### src/rtl/core/i2c_master_byte_sequencer_defines.svh
// Assertion macros shared by the I2C master byte sequencer RTL
`ifndef I2C_MASTER_BYTE_SEQUENCER_DEFINES_SVH
`define I2C_MASTER_BYTE_SEQUENCER_DEFINES_SVH

// Same-cycle implication, checked on every rising edge outside reset
`define I2CSEQ_ASSERT_IMP(label, ante, cons, msg) \
  label: assert property (@(posedge clk) disable iff (rst) (ante) |-> (cons)) \
    else $error(msg);

// Next-cycle implication, checked on every rising edge outside reset
`define I2CSEQ_ASSERT_NEXT(label, ante, cons, msg) \
  label: assert property (@(posedge clk) disable iff (rst) (ante) |=> (cons)) \
    else $error(msg);

`endif

### src/rtl/core/i2cseq_pkg.sv
// Types and constants of the I2C master byte sequencer
`timescale 1ns / 1ps

package i2cseq_pkg;

  // Command codes carried by an input item
  localparam logic [2:0] CMD_NONE  = 3'd0;
  localparam logic [2:0] CMD_INIT  = 3'd1;
  localparam logic [2:0] CMD_START = 3'd2;
  localparam logic [2:0] CMD_STOP  = 3'd3;
  localparam logic [2:0] CMD_WRITE = 3'd4;
  localparam logic [2:0] CMD_READ  = 3'd5;

  // Configuration register map
  localparam int unsigned APB_ADDR_W     = 3;
  localparam int unsigned APB_DATA_W     = 32;
  localparam logic [0:0]  REG_PHASE_TICKS = 1'd0;
  localparam int unsigned PHASE_W        = 16;
  localparam logic [PHASE_W-1:0] PHASE_TICKS_RESET = 16'd50;

  localparam logic [2:0] LAST_BIT = 3'd7;

  typedef enum logic [3:0] {
    PH_IDLE      = 4'd0,
    PH_REL_SCL   = 4'd1,
    PH_FINISH    = 4'd2,
    PH_START_A   = 4'd3,
    PH_STOP_A    = 4'd4,
    PH_STOP_B    = 4'd5,
    PH_W_DATA    = 4'd6,
    PH_W_HIGH    = 4'd7,
    PH_W_LOW     = 4'd8,
    PH_W_ACKHIGH = 4'd9,
    PH_R_HIGH    = 4'd10,
    PH_R_LOW     = 4'd11,
    PH_R_ACKSET  = 4'd12,
    PH_R_ACKHIGH = 4'd13,
    PH_R_END     = 4'd14
  } phase_t;

  // One result item
  typedef struct packed {
    logic       scl_pull_low;
    logic       sda_pull_low;
    logic       busy_res;
    logic       done_res;
    logic [7:0] read_byte;
    logic       slave_acked;
    logic       timed_out;
  } res_t;

  // Sequencer status seen by the top level
  typedef struct packed {
    logic counting;
    logic scl_drive;
    logic sda_drive;
  } stat_t;

endpackage

### src/rtl/core/i2cseq_apb.sv
// APB configuration register file of the I2C master byte sequencer
`timescale 1ns / 1ps

module i2cseq_apb (
  input  logic                                 clk,
  input  logic                                 rst,
  input  logic                                 psel,
  input  logic                                 penable,
  input  logic                                 pwrite,
  input  logic [i2cseq_pkg::APB_ADDR_W-1:0]    paddr,
  input  logic [i2cseq_pkg::APB_DATA_W-1:0]    pwdata,
  output logic [i2cseq_pkg::APB_DATA_W-1:0]    prdata,
  output logic                                 pready,
  output logic [i2cseq_pkg::PHASE_W-1:0]       phase_ticks
);

  logic       wr_en;
  logic [0:0] reg_idx;

  assign pready  = 1'b1;
  assign reg_idx = paddr[i2cseq_pkg::APB_ADDR_W-1 -: 1];
  assign wr_en   = psel && penable && pwrite && pready &&
                   (reg_idx == i2cseq_pkg::REG_PHASE_TICKS);

  always_ff @(posedge clk) begin
    if (rst) begin
      phase_ticks <= i2cseq_pkg::PHASE_TICKS_RESET;
    end else if (wr_en) begin
      phase_ticks <= pwdata[i2cseq_pkg::PHASE_W-1:0];
    end
  end

  always_comb begin
    if (reg_idx == i2cseq_pkg::REG_PHASE_TICKS) begin
      prdata = i2cseq_pkg::APB_DATA_W'(phase_ticks);
    end else begin
      prdata = '0;
    end
  end

endmodule

### src/rtl/core/i2cseq_fsm.sv
// Bit-level sequencer: state registers and one-tick next-state logic
`timescale 1ns / 1ps

module i2cseq_fsm #(
  parameter int unsigned WAIT_WIDTH = 16
) (
  input  logic                             clk,
  input  logic                             rst,
  input  logic                             step,
  input  logic [i2cseq_pkg::PHASE_W-1:0]   phase_ticks,
  input  logic [2:0]                       command,
  input  logic [7:0]                       write_data,
  input  logic                             send_ack,
  input  logic                             scl_sense,
  input  logic                             sda_sense,
  output i2cseq_pkg::res_t                 res_next,
  output i2cseq_pkg::stat_t                stat
);

  localparam int unsigned CW = (WAIT_WIDTH > i2cseq_pkg::PHASE_W) ?
                               WAIT_WIDTH : i2cseq_pkg::PHASE_W;

  i2cseq_pkg::phase_t phase, phase_next;
  logic [WAIT_WIDTH-1:0] wait_count, wait_count_next;
  logic [2:0]  bit_position, bit_position_next;
  logic [7:0]  shift_bits, shift_bits_next;
  logic [2:0]  active_command, active_command_next;
  logic        ack_choice, ack_choice_next;
  logic        scl_drive, scl_drive_next;
  logic        sda_drive, sda_drive_next;
  logic [7:0]  last_read, last_read_next;
  logic        last_ack, last_ack_next;
  logic        last_timeout, last_timeout_next;
  logic        done;

  logic                  idle, cmd_ok, counting;
  logic [CW-1:0]         ticks_ext;
  logic [WAIT_WIDTH-1:0] wait_load;
  logic [2:0]            bit_dec;

  assign idle     = (phase == i2cseq_pkg::PH_IDLE);
  assign cmd_ok   = (command >= i2cseq_pkg::CMD_INIT) && (command <= i2cseq_pkg::CMD_READ);
  assign counting = !idle && (wait_count > WAIT_WIDTH'(1));
  assign bit_dec  = bit_position - 3'd1;

  // Wait length: zero counts as one, clamp to the counter's range
  always_comb begin
    ticks_ext = CW'(phase_ticks);
    if (ticks_ext == '0) begin
      ticks_ext = CW'(1);
    end
    if (ticks_ext > CW'({WAIT_WIDTH{1'b1}})) begin
      ticks_ext = CW'({WAIT_WIDTH{1'b1}});
    end
    wait_load = ticks_ext[WAIT_WIDTH-1:0];
  end

  // Next phase
  always_comb begin
    phase_next = phase;
    if (idle) begin
      if (cmd_ok) begin
        case (command)
          i2cseq_pkg::CMD_INIT:  phase_next = i2cseq_pkg::PH_REL_SCL;
          i2cseq_pkg::CMD_START: phase_next = i2cseq_pkg::PH_START_A;
          i2cseq_pkg::CMD_STOP:  phase_next = i2cseq_pkg::PH_STOP_A;
          i2cseq_pkg::CMD_WRITE: phase_next = i2cseq_pkg::PH_W_DATA;
          default:               phase_next = i2cseq_pkg::PH_REL_SCL;
        endcase
      end
    end else if (!counting) begin
      case (phase)
        i2cseq_pkg::PH_REL_SCL: begin
          if (active_command == i2cseq_pkg::CMD_READ) begin
            phase_next = i2cseq_pkg::PH_R_HIGH;
          end else if (active_command == i2cseq_pkg::CMD_WRITE) begin
            phase_next = i2cseq_pkg::PH_W_ACKHIGH;
          end else begin
            phase_next = i2cseq_pkg::PH_FINISH;
          end
        end
        i2cseq_pkg::PH_START_A: phase_next = i2cseq_pkg::PH_FINISH;
        i2cseq_pkg::PH_STOP_A:  phase_next = i2cseq_pkg::PH_STOP_B;
        i2cseq_pkg::PH_STOP_B:  phase_next = i2cseq_pkg::PH_FINISH;
        i2cseq_pkg::PH_W_DATA:  phase_next = i2cseq_pkg::PH_W_HIGH;
        i2cseq_pkg::PH_W_HIGH:
          phase_next = scl_sense ? i2cseq_pkg::PH_W_LOW : i2cseq_pkg::PH_FINISH;
        i2cseq_pkg::PH_W_LOW:
          phase_next = (bit_position != 3'd0) ? i2cseq_pkg::PH_W_DATA
                                              : i2cseq_pkg::PH_REL_SCL;
        i2cseq_pkg::PH_W_ACKHIGH:
          phase_next = scl_sense ? i2cseq_pkg::PH_FINISH : i2cseq_pkg::PH_IDLE;
        i2cseq_pkg::PH_R_HIGH:
          phase_next = scl_sense ? i2cseq_pkg::PH_R_LOW : i2cseq_pkg::PH_IDLE;
        i2cseq_pkg::PH_R_LOW:
          phase_next = (bit_position != 3'd0) ? i2cseq_pkg::PH_R_HIGH
                                              : i2cseq_pkg::PH_R_ACKSET;
        i2cseq_pkg::PH_R_ACKSET: phase_next = i2cseq_pkg::PH_R_ACKHIGH;
        i2cseq_pkg::PH_R_ACKHIGH:
          phase_next = scl_sense ? i2cseq_pkg::PH_R_END : i2cseq_pkg::PH_FINISH;
        i2cseq_pkg::PH_R_END: phase_next = i2cseq_pkg::PH_FINISH;
        default:              phase_next = i2cseq_pkg::PH_IDLE;
      endcase
    end
  end

  // Line drives, shift data, flags and wait counter
  always_comb begin
    wait_count_next     = wait_count;
    bit_position_next   = bit_position;
    shift_bits_next     = shift_bits;
    active_command_next = active_command;
    ack_choice_next     = ack_choice;
    scl_drive_next      = scl_drive;
    sda_drive_next      = sda_drive;
    last_read_next      = last_read;
    last_ack_next       = last_ack;
    last_timeout_next   = last_timeout;
    done                = 1'b0;

    if (idle) begin
      if (cmd_ok) begin
        active_command_next = command;
        wait_count_next     = wait_load;
        case (command)
          i2cseq_pkg::CMD_INIT:  sda_drive_next = 1'b0;
          i2cseq_pkg::CMD_START: sda_drive_next = 1'b1;
          i2cseq_pkg::CMD_STOP:  sda_drive_next = 1'b1;
          i2cseq_pkg::CMD_WRITE: begin
            last_ack_next     = 1'b0;
            last_timeout_next = 1'b0;
            shift_bits_next   = write_data;
            bit_position_next = i2cseq_pkg::LAST_BIT;
            sda_drive_next    = !write_data[i2cseq_pkg::LAST_BIT];
          end
          default: begin
            last_timeout_next = 1'b0;
            ack_choice_next   = send_ack;
            shift_bits_next   = '0;
            bit_position_next = i2cseq_pkg::LAST_BIT;
            sda_drive_next    = 1'b0;
          end
        endcase
      end
    end else if (counting) begin
      wait_count_next = wait_count - WAIT_WIDTH'(1);
    end else begin
      wait_count_next = (phase_next == i2cseq_pkg::PH_IDLE) ? '0 : wait_load;
      case (phase)
        i2cseq_pkg::PH_REL_SCL: scl_drive_next = 1'b0;
        i2cseq_pkg::PH_START_A: scl_drive_next = 1'b1;
        i2cseq_pkg::PH_STOP_A:  scl_drive_next = 1'b0;
        i2cseq_pkg::PH_STOP_B:  sda_drive_next = 1'b0;
        i2cseq_pkg::PH_W_DATA:  scl_drive_next = 1'b0;
        i2cseq_pkg::PH_W_HIGH: begin
          if (!scl_sense) begin
            last_timeout_next = 1'b1;
            sda_drive_next    = 1'b0;
          end else begin
            scl_drive_next = 1'b1;
          end
        end
        i2cseq_pkg::PH_W_LOW: begin
          if (bit_position != 3'd0) begin
            bit_position_next = bit_dec;
            sda_drive_next    = !shift_bits[bit_dec];
          end else begin
            sda_drive_next = 1'b0;
          end
        end
        i2cseq_pkg::PH_W_ACKHIGH: begin
          if (!scl_sense) begin
            last_timeout_next = 1'b1;
            done              = 1'b1;
          end else begin
            last_ack_next  = !sda_sense;
            scl_drive_next = 1'b1;
          end
        end
        i2cseq_pkg::PH_R_HIGH: begin
          if (!scl_sense) begin
            last_timeout_next = 1'b1;
            done              = 1'b1;
          end else begin
            shift_bits_next = {shift_bits[6:0], sda_sense};
            scl_drive_next  = 1'b1;
          end
        end
        i2cseq_pkg::PH_R_LOW: begin
          if (bit_position != 3'd0) begin
            bit_position_next = bit_dec;
            scl_drive_next    = 1'b0;
          end else begin
            sda_drive_next = ack_choice;
          end
        end
        i2cseq_pkg::PH_R_ACKSET: scl_drive_next = 1'b0;
        i2cseq_pkg::PH_R_ACKHIGH: begin
          if (!scl_sense) begin
            last_timeout_next = 1'b1;
            sda_drive_next    = 1'b0;
          end else begin
            scl_drive_next = 1'b1;
            last_read_next = shift_bits;
          end
        end
        i2cseq_pkg::PH_R_END: sda_drive_next = 1'b0;
        default:              done = 1'b1;
      endcase
    end
  end

  always_ff @(posedge clk) begin
    if (rst) begin
      phase          <= i2cseq_pkg::PH_IDLE;
      wait_count     <= '0;
      bit_position   <= '0;
      shift_bits     <= '0;
      active_command <= i2cseq_pkg::CMD_NONE;
      ack_choice     <= 1'b0;
      scl_drive      <= 1'b0;
      sda_drive      <= 1'b0;
      last_read      <= '0;
      last_ack       <= 1'b0;
      last_timeout   <= 1'b0;
    end else if (step) begin
      phase          <= phase_next;
      wait_count     <= wait_count_next;
      bit_position   <= bit_position_next;
      shift_bits     <= shift_bits_next;
      active_command <= active_command_next;
      ack_choice     <= ack_choice_next;
      scl_drive      <= scl_drive_next;
      sda_drive      <= sda_drive_next;
      last_read      <= last_read_next;
      last_ack       <= last_ack_next;
      last_timeout   <= last_timeout_next;
    end
  end

  always_comb begin
    res_next.scl_pull_low = scl_drive_next;
    res_next.sda_pull_low = sda_drive_next;
    res_next.busy_res     = (phase_next != i2cseq_pkg::PH_IDLE);
    res_next.done_res     = done;
    res_next.read_byte    = last_read_next;
    res_next.slave_acked  = last_ack_next;
    res_next.timed_out    = last_timeout_next;
    stat.counting         = counting;
    stat.scl_drive        = scl_drive;
    stat.sda_drive        = sda_drive;
  end

endmodule

### src/rtl/core/i2cseq_outreg.sv
// Result register that decouples the input and output handshakes
`timescale 1ns / 1ps

module i2cseq_outreg (
  input  logic              clk,
  input  logic              rst,
  input  logic              in_valid,
  output logic              in_ready,
  output logic              step,
  input  i2cseq_pkg::res_t  res_next,
  output logic              out_valid,
  input  logic              out_ready,
  output i2cseq_pkg::res_t  res_q
);

  // Take a new item whenever the held result is gone or leaves this cycle
  assign in_ready = !out_valid || out_ready;
  assign step     = in_valid && in_ready;

  always_ff @(posedge clk) begin
    if (rst) begin
      out_valid <= 1'b0;
    end else if (step) begin
      out_valid <= 1'b1;
    end else if (out_ready) begin
      out_valid <= 1'b0;
    end
  end

  always_ff @(posedge clk) begin
    if (step) begin
      res_q <= res_next;
    end
  end

endmodule

### src/rtl/core/i2c_master_byte_sequencer.sv
// Top level of the I2C master byte sequencer
//
//   channel  | handshake            | carries
//   ---------+----------------------+------------------------------------------
//   input    | in_valid / in_ready  | command, write_data, send_ack, senses
//   output   | out_valid / out_ready| line pulls, busy, done, read/ack/timeout
//   config   | APB psel/penable     | phase_ticks at byte address 0
//
// One item per cycle unless the output stalls: each tick updates the sequencer
// state in the cycle it is accepted, and its result sits in the result register
// from the cycle after. The result register alone sets the rate; a tick is taken
// while a result waits, as long as that result leaves in the same cycle.
// Reset (rst, synchronous) idles the sequencer with both lines released and
// sets phase_ticks to 50. A stalled output holds the input off; no state moves.
`timescale 1ns / 1ps

module i2c_master_byte_sequencer #(
  parameter int unsigned WAIT_WIDTH = 16
) (
  input  logic                                 clk,
  input  logic                                 rst,
  // configuration port
  input  logic                                 psel,
  input  logic                                 penable,
  input  logic                                 pwrite,
  input  logic [i2cseq_pkg::APB_ADDR_W-1:0]    paddr,
  input  logic [i2cseq_pkg::APB_DATA_W-1:0]    pwdata,
  output logic [i2cseq_pkg::APB_DATA_W-1:0]    prdata,
  output logic                                 pready,
  // tick input
  input  logic                                 in_valid,
  output logic                                 in_ready,
  input  logic [2:0]                           command,
  input  logic [7:0]                           write_data,
  input  logic                                 send_ack,
  input  logic                                 scl_sense,
  input  logic                                 sda_sense,
  // result output
  output logic                                 out_valid,
  input  logic                                 out_ready,
  output logic                                 scl_pull_low,
  output logic                                 sda_pull_low,
  output logic                                 busy_res,
  output logic                                 done_res,
  output logic [7:0]                           read_byte,
  output logic                                 slave_acked,
  output logic                                 timed_out
);

`include "i2c_master_byte_sequencer_defines.svh"

  logic [i2cseq_pkg::PHASE_W-1:0] phase_ticks;
  logic                           step;
  i2cseq_pkg::res_t               res_next;
  i2cseq_pkg::res_t               res_q;
  i2cseq_pkg::stat_t              stat;

  // Hold phase_ticks; the user must write only while no item is in flight, the block does not enforce it
  i2cseq_apb u_apb (
    .clk         (clk),
    .rst         (rst),
    .psel        (psel),
    .penable     (penable),
    .pwrite      (pwrite),
    .paddr       (paddr),
    .pwdata      (pwdata),
    .prdata      (prdata),
    .pready      (pready),
    .phase_ticks (phase_ticks)
  );

  // Advance the bus sequence by one tick per accepted item
  i2cseq_fsm #(
    .WAIT_WIDTH (WAIT_WIDTH)
  ) u_fsm (
    .clk         (clk),
    .rst         (rst),
    .step        (step),
    .phase_ticks (phase_ticks),
    .command     (command),
    .write_data  (write_data),
    .send_ack    (send_ack),
    .scl_sense   (scl_sense),
    .sda_sense   (sda_sense),
    .res_next    (res_next),
    .stat        (stat)
  );

  // Register the result and throttle the input on output stalls
  i2cseq_outreg u_outreg (
    .clk       (clk),
    .rst       (rst),
    .in_valid  (in_valid),
    .in_ready  (in_ready),
    .step      (step),
    .res_next  (res_next),
    .out_valid (out_valid),
    .out_ready (out_ready),
    .res_q     (res_q)
  );

  assign scl_pull_low = res_q.scl_pull_low;
  assign sda_pull_low = res_q.sda_pull_low;
  assign busy_res     = res_q.busy_res;
  assign done_res     = res_q.done_res;
  assign read_byte    = res_q.read_byte;
  assign slave_acked  = res_q.slave_acked;
  assign timed_out    = res_q.timed_out;

  // Every accepted tick leaves a result behind it
  `I2CSEQ_ASSERT_NEXT(a_step_gives_result, step, out_valid, "accepted item left no result")

  // A finished sequence never reports itself still busy
  `I2CSEQ_ASSERT_IMP(a_done_not_busy, out_valid && done_res, !busy_res, "done with busy set")

  // Lines stay put while a phase wait is still counting down
  `I2CSEQ_ASSERT_NEXT(a_lines_hold_in_wait, step && stat.counting,
    (stat.scl_drive == $past(stat.scl_drive)) && (stat.sda_drive == $past(stat.sda_drive)),
    "line drive changed during a wait")

endmodule

### config.mk
export PLATFORM = sky130hd
export DESIGN_NAME = i2c_master_byte_sequencer
export DESIGN_NICKNAME = d
export VERILOG_FILES = /design/src/rtl/core/i2cseq_pkg.sv /design/src/rtl/core/i2cseq_apb.sv /design/src/rtl/core/i2cseq_fsm.sv /design/src/rtl/core/i2cseq_outreg.sv /design/src/rtl/core/i2c_master_byte_sequencer.sv
export VERILOG_INCLUDE_DIRS = /design/src /design/src/rtl/core
export SDC_FILE = /design/constraint.sdc
export NUM_CORES = 1
export LEC_CHECK = 0
export BUFFER_PORTS_ARGS = -buffer_cell sky130_fd_sc_hd__buf_2
export CAP_MARGIN = 20
export CORE_MARGIN = 2
export CORE_UTILIZATION = 45
export CTS_CLUSTER_DIAMETER = 50
export DETAILED_ROUTE_END_ITERATION = 8
export MAX_ROUTING_LAYER = met4
export PLACE_DENSITY = 0.68
export SYNTH_ARGS = -nofsm -noshare
export SYNTH_HDL_FRONTEND = slang
export SYNTH_HIERARCHICAL = 1
export SYNTH_SLANG_ARGS = --single-unit
### constraint.sdc
create_clock -name clk -period 3.3 [get_ports clk]
set_input_delay 0.33 -clock clk [delete_from_list [all_inputs] [get_ports clk]]
set_output_delay 0.33 -clock clk [all_outputs]
set_load 0.05 [all_outputs]
==> results by group <==
Status
  – Status: finished, final reports clean

Floorplanning
  – Die H: around 110 µm
  – I/O Pins: 105
  – Initial Utilization: between 40% and 50%
  – Die width: around 110 µm
  – Die area: 11,800 µm²
  – Row cnt: 38
  – Core footprint: 10,700 µm²

Timing
  – Setup Skew: ~0.014 ns
  – Pins Over Slew Limit: 0
  – FMAX: 369 MHz
  – # setup viols final: 0
  – Min Tclk post-route: 2.71 ns
  – Slew HR: between 30% and 40%
  – Fin crit share: between 80 and 90%
  – Final Hold Fails: 0
  – Worst Tran Pin Value: slightly below 1 ns
  – RSZ-0062 raised after global routing: no
  – Setup tns final: 0 ns

Worst setup path
  – CP required: 3.57 ns
  – Max Fanout on Critical Path: 8
  – Worst flop-to-flop path startpoint: u_fsm/wait_count[0]$_SDFFE_PP0P_
  – Critical Path Source: u_fsm/wait_count[0]$_SDFFE_PP0P_
  – Setup CP Type: reg2reg
  – Arrival @ worst endpoint: about 3 ns
  – Worst setup endpoint: u_fsm/last_read[4]$_SDFFE_PP0P_
  – Critical Path Sink Type: flip-flop
  – Flop2flop setup slack: 0.59 ns
  – CP startpoint kind: flip-flop
  – Reg2reg path depth: 9
  – R2r endpoint: u_fsm/last_read[4]$_SDFFE_PP0P_

GRT
  – Initial antenna violation count: 0
  – Global-route wire length before repair: roughly 20 mm
  – Vias in the first global route: 4,178
  – Global route overflow: 0
  – Tot GR Track Use: between 20 and 25%
  – Largest net degree at the start of global routing: 62

Clock network
  – PostCTS Resize Cnt: 0
  – Clock sink count: 78
  – CTS root buf: clkbuf_8
  – # H-tree levels: 3
  – Max Buffers Root-to-Sink: 2
  – Clock Latency Late Sink: about 0.37 ns
  – Hold buffers post-CTS: 0
  – Post-CTS Setup Bufs: 0
  – CTS buffer count: 9
  – Clock transition at the registers of the reported paths: about 0.1 ns
  – CTS tree: built

Route
  – DRC viols: 0
  – Antenna-violating nets left: 0
  – 1st-iter DRT viols: between 200 and 300
  – First-pass DRT Iterations: 7
  – Via-to-Cell Ratio: 5.65
  – Routed wire length per instance: 15.6 µm
  – Routed Wire Length: 12.0 mm
  – Via count: 4,348

Finish
  – Fin cells: 769
  – Filler cells: between 1,000 and 1,500
  – Layout area overhead: 10.4%
  – Fraction of layout cells with a size suffix above 1: 21.9%
  – Seq. cell area: around 1700 µm²
  – Area of the multi-input gates: around 2900 µm²
  – Fin nets: between 600 and 700
  – Post-layout util: 50.6%
  – Ant diodes: 0
  – Final Instance Area: 5440 µm²

Power and ir drop
  – Leak Pwr: 0.00215 µW
  – Pwr Density: 476 nW/µm²
  – Total power: ~2600 µW
  – Max IR drop VDD: around 260 µV

Logic synthesis
  – Synth Instances: 576
  – Synthesized area: about 4900 µm²
  – Synth warn: 6
  – Synth Area per Inst: 8.55 µm²

Worst hold path
  – Worst Hold Class: in2reg
  – Hold Path Depth: 3

Placed design
  – GP Congestion: 0.943
  – Placed inst area: 5250 µm²
  – HPWL after detailed placement: ~8.4 mm
  – Buffers on Ports: 69
  – Placed cell count: 753

Run
  – Max Cap Violations: 0
[layout make-up]
| cell class | instances | share of cell area, % |
|---|---|---|
| flip-flops and latches | 78 | 31.3 |
| repair buffers | 82 | 8.15 |
| well taps | 140 | 3.22 |
| inverters | 20 | 1.38 |
| clock inverters | 7 | 1.13 |
| clock buffers | 9 | 2.28 |
| multi-input cells | 433 | 52.6 |
[stage by stage]
step,hold WS [ns],setup slack (ns)
after global routing,0.212,0.422
after global placement,0.464,0.657
after floorplan,0.392,1.01
final,0.207,0.590
after CTS,0.202,0.614
after detailed placement,0.471,0.623
[cells in the final DEF, fill, tap and decap left out, drive strengths merged, types with 5 or more instances in the layout]
cell and count:
buf 82, nand3 10, dfxtp 64, nor2 77, conb 17, edfxtp 14
inv 24, nand3b 5, a221oi 13, o31ai 7, nand2 18, nor2b 15
nand2b 31, nor4 8, clkbuf 9, and2b 6, mux2i 31, a21oi 25
a31oi 7, xor2 6, o21ai 32, a211oi 17, mux2 8, xnor2 7
nor3 27, and2 6
[power by group]
group          total (µW)  switching (µW)  internal (µW)
Clock                 697             409            287
Combinational         802             526            275
Sequential           1090            59.6           1030
Total                2590             995           1590
[worst min path at each step]
stage / startpoint / to / slack (ns)
after CTS: in_valid / u_outreg/out_valid$_SDFFE_PP0P_ / 0.20
after detailed placement: u_fsm/scl_drive$_SDFFE_PP0P_ / u_fsm/scl_drive$_SDFFE_PP0P_ / 0.47
after global routing: send_ack / u_fsm/ack_choice$_SDFFE_PP0P_ / 0.21
after floorplan: rst / u_outreg/out_valid$_SDFFE_PP0P_ / 0.39
final: send_ack / u_fsm/ack_choice$_SDFFE_PP0P_ / 0.21
after global placement: u_fsm/scl_drive$_SDFFE_PP0P_ / u_fsm/scl_drive$_SDFFE_PP0P_ / 0.46
[worst max-delay path: stages (launching register included)]
cell and delay [ns]:
dfxtp_1 0.39, inv_1 0.08, ha_1 0.26, nor2_1 0.11, and4b_1 0.38, and2_1 0.27, and4_1 0.52, mux2_2 0.40
mux2i_1 0.15, nor2_1 0.05
[registers in the layout, summed over array words and instances (netlist names), 3 cells and up]
register / flops
u_fsm/phase: 4
u_outreg/res_q: 14
u_fsm/wait_count: 16
u_fsm/shift_bits: 8
u_fsm/last_read: 8
u_apb/phase_ticks: 16
u_fsm/bit_position: 3
u_fsm/active_command: 3
[metal layers]
layer | global-route usage [%] | part of all wire (%)
met5 | - | 0
met4 | 6.87 | 1.4
met1 | 27.8 | 45
met3 | 4.36 | 6.4
met2 | 35.5 | 47
Note: power is estimated with default switching activity, not from simulation.
